--- config.mk ---
export PLATFORM = sky130hd
export DESIGN_NAME = gnb_front
export DESIGN_NICKNAME = d
export VERILOG_FILES = /design/src/rtl/gnb_pkg.sv /design/src/rtl/gnb_front.sv
export SDC_FILE = /design/constraint.sdc
export NUM_CORES = 1
export LEC_CHECK = 0
export BUFFER_PORTS_ARGS = -buffer_cell sky130_fd_sc_hd__buf_2
export CAP_MARGIN = 20
export CORE_MARGIN = 2
export CORE_UTILIZATION = 56
export CTS_CLUSTER_SIZE = 10
export DETAILED_ROUTE_END_ITERATION = 7
export PLACE_DENSITY = 0.95
export SYNTH_ARGS = -nofsm -noshare
export SYNTH_HDL_FRONTEND = slang
export SYNTH_SLANG_ARGS = --single-unit
--- constraint.sdc ---
create_clock -name clk_i -period 11.7 [get_ports clk_i]
set_input_delay 2.34 -clock clk_i [delete_from_list [all_inputs] [get_ports clk_i]]
set_output_delay 2.34 -clock clk_i [all_outputs]
set_load 0.005 [all_outputs]
--- src/rtl/gnb_pkg.sv ---
package gnb_pkg;

  localparam int NUM_CLASSES  = 3;
  localparam int NUM_FEATURES = 4;
  localparam int FEATURE_BITS = 16;
  localparam int MAX_SAMPLES  = 64;
  localparam int QUEUE_DEPTH  = 2;

  localparam int KIND_W   = 2;
  localparam int LABEL_W  = 2;
  localparam int STATUS_W = 2;
  localparam int CLASS_W  = 2;

  localparam int CIDX_W = $clog2(NUM_CLASSES);
  localparam int FIDX_W = $clog2(NUM_FEATURES);
  localparam int CNT_W  = $clog2(MAX_SAMPLES + 1);
  localparam int SUM_W  = FEATURE_BITS + $clog2(MAX_SAMPLES);
  localparam int SQ_W   = 2 * FEATURE_BITS + $clog2(MAX_SAMPLES);
  localparam int MEAN_W = FEATURE_BITS + 8;
  localparam int INV_W  = 32;
  localparam int LVS_W  = 32;

  localparam int D_W    = CNT_W + SQ_W;
  localparam int NN_W   = 2 * CNT_W;
  localparam int DIV_W  = (D_W > NN_W + INV_W) ? D_W : NN_W + INV_W;
  localparam int D2_W   = 2 * MEAN_W;
  localparam int HP_W   = D2_W + INV_W / 2;
  localparam int COST_W = D2_W + FIDX_W + 2;

  localparam int EXP_W  = $clog2(INV_W);
  localparam int LNB_W  = 22;
  localparam int LNF_W  = 28;

  localparam logic [15:0] LN2_FX = 16'd45426;

  typedef enum logic [KIND_W-1:0] {
    KIND_TRAIN    = 2'd0,
    KIND_FINAL    = 2'd1,
    KIND_CLASSIFY = 2'd2,
    KIND_SKIP     = 2'd3
  } kind_e;

  typedef enum logic [STATUS_W-1:0] {
    ST_CLASSIFIED = 2'd0,
    ST_READY      = 2'd1,
    ST_FEW        = 2'd2,
    ST_NOT_READY  = 2'd3
  } status_e;

  typedef logic [FEATURE_BITS-1:0] feat_t;

  typedef struct packed {
    kind_e                        kind;
    feat_t [NUM_FEATURES-1:0]     feat;
    logic  [LABEL_W-1:0]          label;
  } cmd_t;

  // ln(1 + k/16) in unsigned 0.16, for k from 0 to 16.
  function automatic logic [15:0] ln_tab(input logic [4:0] k);
    logic [15:0] v;
    case (k)
      5'd0:    v = 16'd0;
      5'd1:    v = 16'd3973;
      5'd2:    v = 16'd7719;
      5'd3:    v = 16'd11262;
      5'd4:    v = 16'd14624;
      5'd5:    v = 16'd17821;
      5'd6:    v = 16'd20870;
      5'd7:    v = 16'd23783;
      5'd8:    v = 16'd26573;
      5'd9:    v = 16'd29248;
      5'd10:   v = 16'd31818;
      5'd11:   v = 16'd34292;
      5'd12:   v = 16'd36675;
      5'd13:   v = 16'd38975;
      5'd14:   v = 16'd41196;
      5'd15:   v = 16'd43345;
      5'd16:   v = 16'd45426;
      default: v = 16'd0;
    endcase
    return v;
  endfunction

endpackage

--- src/rtl/gnb_front.sv ---
module gnb_front import gnb_pkg::*; (
  input  logic                    clk_i,
  input  logic                    rst_ni,
  input  logic                    in_valid_i,
  output logic                    in_stall_o,
  input  logic [KIND_W-1:0]       kind_i,
  input  logic [FEATURE_BITS-1:0] feature_a_i,
  input  logic [FEATURE_BITS-1:0] feature_b_i,
  input  logic [FEATURE_BITS-1:0] feature_c_i,
  input  logic [FEATURE_BITS-1:0] feature_d_i,
  input  logic [LABEL_W-1:0]      true_label_i,
  output logic                    cmd_valid_o,
  output cmd_t                    cmd_o,
  input  logic                    cmd_pop_i
);

  localparam int QPTR_W = (QUEUE_DEPTH > 1) ? $clog2(QUEUE_DEPTH) : 1;
  localparam int QCNT_W = $clog2(QUEUE_DEPTH + 1);

  cmd_t              mem_q [QUEUE_DEPTH];
  logic [QPTR_W-1:0] wr_q, rd_q;
  logic [QCNT_W-1:0] cnt_q;
  logic              keep, push, pop;
  cmd_t              in_cmd;

  // Requests that cannot change state or give a result are dropped here.
  always_comb begin
    case (kind_e'(kind_i))
      KIND_TRAIN:    keep = true_label_i < LABEL_W'(NUM_CLASSES);
      KIND_FINAL:    keep = 1'b1;
      KIND_CLASSIFY: keep = 1'b1;
      default:       keep = 1'b0;
    endcase
  end

  assign in_cmd.kind  = kind_e'(kind_i);
  assign in_cmd.feat  = {feature_d_i, feature_c_i, feature_b_i, feature_a_i};
  assign in_cmd.label = true_label_i;

  assign in_stall_o  = cnt_q == QCNT_W'(QUEUE_DEPTH);
  assign push        = in_valid_i && !in_stall_o && keep;
  assign cmd_valid_o = cnt_q != '0;
  assign pop         = cmd_pop_i && cmd_valid_o;
  assign cmd_o       = mem_q[rd_q];

  always_ff @(posedge clk_i or negedge rst_ni) begin
    if (!rst_ni) begin
      wr_q  <= '0;
      rd_q  <= '0;
      cnt_q <= '0;
    end else begin
      if (push) begin
        wr_q <= (wr_q == QPTR_W'(QUEUE_DEPTH - 1)) ? '0 : wr_q + 1'b1;
      end
      if (pop) begin
        rd_q <= (rd_q == QPTR_W'(QUEUE_DEPTH - 1)) ? '0 : rd_q + 1'b1;
      end
      if (push && !pop) begin
        cnt_q <= cnt_q + 1'b1;
      end else if (pop && !push) begin
        cnt_q <= cnt_q - 1'b1;
      end
    end
  end

  always_ff @(posedge clk_i) begin
    if (push) begin
      mem_q[wr_q] <= in_cmd;
    end
  end

endmodule

Word level (Yosys, flattened, before mapping)
Memories as Yosys holds them, arrays and structs flattened.
Index checks and enable logic that the tools add are counted.

storage, ports and cells
  register bits = 4
  RAM bits = 136
  input bits = 72
  output and inout bits = 70
  logic and storage cells = 31
  memories kept = 1

memory list
  name   words  width  read ports  clocked after Yosys merged registers in  write ports  RTL line         text
  mem_q  2      68     1           0                                        1            gnb_front.sv:20  cmd_t mem_q [QUEUE_DEPTH];

cells by class
  $add $sub $neg = 4
  magnitude comparators = 1
  eq/ne operators = 3
  multiplexer cells = 7
  reductions and logical operators = 12

operator list
  cell                 number
  $logic_and 1x1->1    5
  $eq 2x2->1 const B   2
  $mux 1               4
  $mux 2               2
  $reduce_bool 2->1    2
  $logic_not 1->1      3
  $add 1x1->1 const B  2
  $add 2x1->2 const B  1
  $eq 2x1->1 const B   1
  $logic_not 2->1      1
  $lt 2x2->1 const B   1
  $pmux 1 s2           1
  $reduce_or 2->1      1
  $sub 2x1->2 const B  1

Longest topological paths before layout
Gate-level depths: netlist of the first run.

  word-level depth = 8
  gate-level depth with buffers = 9
  depth with buffers taken out = 9

Worst setup path after synthesis of the first run
Ideal clock, no wire load.

  path kind = in2reg
  start = in kind_i[0]
  end = mem mem_q[0][0] in the netlist's numbering (enable)
  library setup time = 0.495 ns
  arrival time = 5.754 ns
  required time = 11.205 ns
  setup slack = 5.451 ns
  stages = 5
  path buffers = 0
  cells stage by stage = inv_1 > ha_1 > a21boi_0 > o2111ai_2 > nor2_1

between the ends
  longest elaborated chain between the ends = 6
  elaborated cells on any way between the ends = 8
  those cells by class = eq/ne (2); mux (3); reduce/logical (3)

ends and longest elaborated chain
  element                                   RTL line         text
  start: declaration                        gnb_front.sv:6   input logic [KIND_W-1:0] kind_i,
  $eq 2x2->1 or $eq 2x1->1 (tied branches)  gnb_front.sv:28  case (kind_e'(kind_i))
  $reduce_or 2->1 (no line)                 --
  $pmux 1 s2 (*)                            gnb_front.sv:28
  $logic_and 1x1->1 (*)                     gnb_front.sv:41  assign push = in_valid_i && !in_stall_o && keep;
  $mux 1 (*)                                gnb_front.sv:67  if (push) begin
  $mux 1 (not written as such) (*)          gnb_front.sv:68  mem_q[wr_q] <= in_cmd;
  end: declaration                          gnb_front.sv:20

Every way passes the cells marked *; elsewhere a longest branch is shown, timed or not.

==> qor.yml, run 1 <==
drc: 0
ys_seq_elements: 140
core-area_sq_um: 9110
r2r-start: "cnt_q[0]"
min_period_ps: 4480
max_slew_margin: 0.370
wirelength_mm: 8.96
status: "finished, final reports clean"
final_cells: 517
start_kind: "flip-flop"
synth_most_common_cell: "edfxtp_1"
slowest_stage: "buf_4"
path_cells: "buf_4 -> mux2_2 -> buf_2"
worst_slack_ps: 7220
synthCells: 238
hp-start: "cnt_q[1]"
syn_area_sq_um: 5200
postCtsSetupBuffers: 0
cts_root_buf: "clkbuf_8"
cp_max_fo: 69
tightest_slew_ps: 945
ys.flop_type: "edfxtp_1"
setup_viol: 0
cellPowerDensity_nw_per_um2: 232
r2r-end: "mem_q[1][28]"
grt_max_degree: 70
fmax_mhz: 223
multi_input_area_sq_um: 950
n_fill_cell: 580
hold_ws_ps: 506
finClkSkew_ps: 9.49
maxCapViolCount: 0
antenna_cells: 0
hpwl_mm: 5.84
grt_pass1_wl_mm: 13.7
drt.antenna.violating_nets: 0
fin_crit_sh: 0.383
critPathBufInv: 2
gr-total-overflow: 0
wl_per_cell_microns: 17.3
syn_avg_cell_area_sq_um: 21.9
hold_depth: 1
cts_resized: 0
async_flop_share: 0.0286
min_path_type: "flip-flop to flip-flop"
end_kind: "primary output"
rsz0062_at_grt: "false"
port-buffer-count: 141
critical_path_arrival_ps: 2140
required_ps: 9360
ir_drop_uv: 198
final_max_slew_viol_count: 0
gr-usage-all-layers: 0.185
io_pins: 142
hold_buffers: 0
syn_nets: 313
path_class: "flip-flop to primary output"
ys_seq_area_frac: 0.804
syn_to_final_growth_pct: 27.5
die_x_microns: 100
yosys-top-cells-count: "edfxtp_1, mux2_2, mux2_4, inv_1, buf_2"
synth.area.top_cells: "edfxtp_1, mux2_2, mux2_4, dfrtp_1, ha_1"
drt_first_pass_iters: 4
r2r_slack_ps: 9140
synth_top_cell_by_area: "edfxtp_1"
h-tree-depth: 4
clkSlewWorstSetupHoldPaths_ps: 50
min_to: "cnt_q[1]"
grt_pass1_vias: 2855
ff2ff_path_depth: 4
clockBufferDepth: 2
synthDistinctLibCells: 17
clk_latency_ps: 500
vias_per_cell: 5.25
antenna_found_initial: 0
gp_congestion: 0.756
drive_gt1_frac: 0.608
start_util: 0.571
critPathTopFamily: "buffers and inverters"
leakagePower_nw: 2.55
tns_ps: 0
synth.top_cell.area_share: 0.785
vias: 2716
dp_cells: 485
ys_warn_count: 0
fp.dieArea_sq_um: 10100
cts_sinks: 140
crit_path_max_incr_delay_ps: 740
nNetsFinal: 468
hold_viol: 0
rows: 35
cts_buffers: 17
cts_tree: "done"
place_ws_ps: 6810
die_h_microns: 100
register_area_sq_um: 4190
synth_edf_count: 136
drt_iter0_markers: 123
worst register-to-register path, cell delays in order (launching register included):
cell and delay (ps):
dfrtp_1 410, nand2b_1 190, o2111ai_2 260, nor2_4 740, buf_4 570
cell usage in the layout (no fill, tap or decap), types with 3 or more instances in the layout:
cell type | netlist | final
inv_6 | 0 | 3
mux2_4 | 10 | 10
dfrtp_1 | 4 | 3
xnor2_1 | 3 | 3
edfxtp_1 | 136 | 136
clkbuf_16 | 0 | 16
buf_2 | 5 | 141
ha_1 | 3 | 3
inv_1 | 6 | 6
buf_4 | 0 | 3
mux2_2 | 58 | 58
bufinv_16 | 0 | 4
per-stage QoR:
stage	area, sq um	util	total power, mW
CTS	6640	0.728	1.56
global route	6640	0.728	1.61
detailed placement	6020	0.661	1.01
global placement	6020	0.661	0.996
finish	6640	0.728	1.54
floorplan	5200	-	0.884
routing by layer:
layer | global-route usage | routed length, microns | vias to the layer above
met2 | 0.322 | 4850 | 109
met3 | 0.0606 | 513 | 14
li1 | - | - | 1242
met5 | 0 | 0 | -
met1 | 0.208 | 3460 | 1351
met4 | 0.0801 | 134 | 0
power by group:
group | internal (mW) | leakage (nW) | switching, mW
Combinational | 0.185 | 0.974 | 0.168
Clock | 0.348 | 0.293 | 0.198
Sequential | 0.623 | 1.29 | 0.0183
cell type report:
cell class,instances,share of cell area
sequential,140,0.631
tap,111,0.0209
clock inverter,13,0.0285
inverter,6,0.00339
clock buffer,19,0.0635
timing repair buffer,144,0.110
multi-input combinational,84,0.143
flip-flops by register name (all words and copies together) (netlist names):
name,flops
cnt_q,2
rd_q,1
wr_q,1
mem_q,136
how the worst max path moves through the flow:
stage	depth (start not counted)	start	end
after floorplan	5	kind_i[0]	mem_q[0][0]
after global placement	7	kind_i[0]	mem_q[1][9]
after detailed placement	7	kind_i[0]	mem_q[1][60]
after CTS	3	rd_q	cmd_o[40]
after global routing	3	rd_q	cmd_o[54]
final	3	rd_q	cmd_o[48]
cell families after synthesis:
| family | count (synthesis) | synth area share |
|---|---|---|
| adders and majority gates | 3 | 0.00721 |
| xor gates and xnor gates | 5 | 0.00842 |
| and+or+nand+nor | 6 | 0.00529 |
| buffers and inverters | 14 | 0.0163 |
| muxes | 68 | 0.154 |
| DFF | 140 | 0.804 |
| AOI/OAI and AO/OA | 2 | 0.00433 |
No activity file was read; power rests on OpenSTA's default activity.
==> inputs of run 2 (changes only) <==
--- a/config.mk
+++ b/config.mk
@@ -5,13 +5,14 @@
 export SDC_FILE = /design/constraint.sdc
 export NUM_CORES = 1
 export LEC_CHECK = 0
+export ABC_AREA = 1
 export BUFFER_PORTS_ARGS = -buffer_cell sky130_fd_sc_hd__buf_2
 export CAP_MARGIN = 20
 export CORE_MARGIN = 2
-export CORE_UTILIZATION = 56
+export CORE_UTILIZATION = 47
 export CTS_CLUSTER_SIZE = 10
 export DETAILED_ROUTE_END_ITERATION = 7
-export PLACE_DENSITY = 0.95
+export PLACE_DENSITY = 0.86
 export SYNTH_ARGS = -nofsm -noshare
 export SYNTH_HDL_FRONTEND = slang
 export SYNTH_SLANG_ARGS = --single-unit
==> constraint.sdc (replaced) <==
create_clock -name clk_i -period 4 [get_ports clk_i]
set_input_delay 0.8 -clock clk_i [delete_from_list [all_inputs] [get_ports clk_i]]
set_output_delay 0.8 -clock clk_i [all_outputs]
set_load 0.005 [all_outputs]
==> qor.yml, run 2 <==
drc: 0  # unchanged
required_ps: 3200  # -6160 ps
ys.flop_type: "edfxtp_1"
cts_tree: "done"
leakagePower_nw: 2.91  # +14%
final_cells: 697  # +35%
hold_viol: 0  # unchanged
grt_max_degree: 70  # unchanged
tns_ps: 0  # unchanged
rsz0062_at_grt: "false"
antenna_cells: 0  # unchanged
crit_cells: 4  # +1
final_max_slew_viol_count: 0  # unchanged
min_period_ps: 2640
min_path_type: "input port to async pin"
path_cells: "buf_4 -> nand2_1 -> nand2_1 -> buf_2"
critical_path_arrival_ps: 1840  # -300 ps
groute.layer.met2.usage: 0.286  # -0.0360
setup_viol: 0  # unchanged
grt_pass1_wl_mm: 14.8  # +7.9%
final_cell_mix: "nand2_1, buf_2, edfxtp_1, clkbuf_16, inv_1"
gp_congestion: 0.752  # -0.42%
syn_avg_cell_area_sq_um: 13.2  # -39%
max_slew_margin: 0.535  # +0.165
synth_top_cell_by_area: "edfxtp_1"
ys_seq_elements: 140  # unchanged
fmax_mhz: 379
hold_buffers: 0  # unchanged
drive_gt1_frac: 0.323  # -0.285
postCtsSetupBuffers: 0  # unchanged
start_kind: "flip-flop"
n_fill_cell: 817  # +41%
largestRegisters: "mem_q: 136 flops, cnt_q: 2 flops"
yosys-top-cells-count: "nand2_1, edfxtp_1, inv_1, buf_2, dfrtp_1"
critPathBufInv: 2  # unchanged
finClkSkew_ps: 8.63  # -0.851 ps
clk_latency_ps: 510  # about the same
drt_first_pass_iters: 4  # unchanged
final_common_cell: "nand2_1"
synthDistinctLibCells: 14  # -3
register_area_sq_um: 4190  # unchanged
rows: 38  # +8.6%
grt_pass1_vias: 3079  # +7.8%
multi_input_area_sq_um: 905  # -4.7%
ys_warn_count: 0  # unchanged
gr-usage-all-layers: 0.169  # -0.0157
synth.area.top_cells: "edfxtp_1, nand2_1, dfrtp_1, buf_2, inv_1"
critPathTopFamily: "buffers and inverters"
wl_per_cell_microns: 13.9  # -20%
grt.met3_usage: 0.0593  # -0.00131
gr-total-overflow: 0  # unchanged
start_util: 0.482  # -0.0888
async_flop_share: 0.0286  # unchanged
io_pins: 142  # unchanged
core-area_sq_um: 10800  # +19%
die_x_microns: 109  # +9.1%
largest_reg_flops: 136  # unchanged
fin_crit_sh: 0.660
crit_top_cell: "nand2_1"
nNetsFinal: 619  # +32%
ff2ff_path_depth: 6  # +2
clockBufferDepth: 2  # unchanged
crit_path_max_incr_delay_ps: 560  # -180 ps
path_class: "flip-flop to primary output"
port-buffer-count: 141  # unchanged
drt.antenna.violating_nets: 0  # unchanged
maxCapViolCount: 0  # unchanged
drt_iter0_markers: 252  # +100%
tightest_slew_ps: 697  # -248 ps
vias: 3256  # +20%
cts_root_buf: "clkbuf_8"
cts_sinks: 140  # unchanged
cellPowerDensity_nw_per_um2: 686  # +200%
design_area_sq_um: 6670  # +0.57%
synth.top_cell.area_share: 0.781  # -0.00394
hold_ws_ps: 89.4  # -416 ps
r2r_slack_ps: 2060  # -7080 ps
worstSetupStartpoint: "rd_q"
grt-busiest-layer: "met2"
syn_area_sq_um: 5230  # +0.50%
syn_to_final_growth_pct: 27.6  # about the same
dp_cells: 665  # +37%
end_kind: "primary output"
dpl_cell_area_sq_um: 6060  # +0.60%
r2r-start: "cnt_q[1]"
syn_nets: 470  # +50%
clkSlewWorstSetupHoldPaths_ps: 60  # about the same
cts_buffers: 17  # unchanged
synth_most_common_cell: "nand2_1"
cp_max_fo: 68  # -1.4%
largest-register: "mem_q"
crit_end: "cmd_o[12]"
synth_edf_count: 136  # unchanged
die_h_microns: 109  # +9.1%
status: "finished, final reports clean"
antenna_found_initial: 1  # +1
vias_per_cell: 4.67  # -11%
ir_drop_uv: 400  # +100%
r2r-end: "mem_q[0][53]"
cts_resized: 0  # unchanged
fp.dieArea_sq_um: 12000  # +19%
ys_seq_area_frac: 0.800  # -0.00404
slowest_stage: "buf_4"
grtUsageMet1: 0.200  # -0.00815
synthCells: 395  # +66%
hpwl_mm: 6.19  # +6.0%
h-tree-depth: 4  # unchanged
wirelength_mm: 9.68  # +8.0%
## run 2: changes by cell type after synthesis, moves of 2 or more
cell,delta
inv_1,+5
nand2_1,+216
mux2_4,-10
xnor2_1,-2
mux2_2,-58
nand3_1,+2
buf_4,+3
buf_2,+4
## run 2: report_power, final
group | total, mW | internal, mW | leakage, nW | switching, mW
Sequential | 1.87 | 1.82 | 1.29 | 0.0479
Clock | 1.58 | 1.01 | 0.295 | 0.570
Combinational | 1.13 | 0.417 | 1.33 | 0.716
## run 2: layout make-up
type                       instances  share of cell area
tap                              140              0.0263
inverter                          12             0.00713
sequential                       140               0.627
clock buffer                      17              0.0621
timing repair buffer             145               0.112
clock inverter                    15              0.0296
multi-input combinational        228               0.136
## run 2: worst min path at each step
| stage | slack [ps] | cells past startpoint | end |
|---|---|---|---|
| after floorplan | 440 | 2 | cnt_q[1] |
| after detailed placement | 470 | 2 | wr_q |
| final | 90 | 1 | cnt_q[0] |
| after global routing | 60 | 1 | cnt_q[0] |
| after CTS | 60 | 1 | cnt_q[0] |
| after global placement | 450 | 2 | cnt_q[1] |
## run 2: cells by family after synthesis
family	synth area share
XOR/XNOR	0.00335
adder cells (fa/ha/maj)	0.00718
buffers and inverters	0.0285
flip-flops	0.800
AND/OR/NAND/NOR	0.161
## run 2: per-layer routing
layer / wire, microns / part of all wire
met1: 3820 / 0.40
met4: 61 / 0.0063
met2: 5080 / 0.53
met5: 13 / 0.0013
met3: 693 / 0.072
## run 2: through the flow
| stage | setup WS [ps] | power [mW] | util |
|---|---|---|---|
| detailed placement | 1320 | 3.05 | 0.559 |
| finish | 1360 | 4.58 | 0.616 |
| CTS | 1320 | 4.64 | 0.616 |
| floorplan | 532 | 2.58 | - |
| global route | 1190 | 4.86 | 0.616 |
| global placement | 1430 | 3.01 | 0.559 |
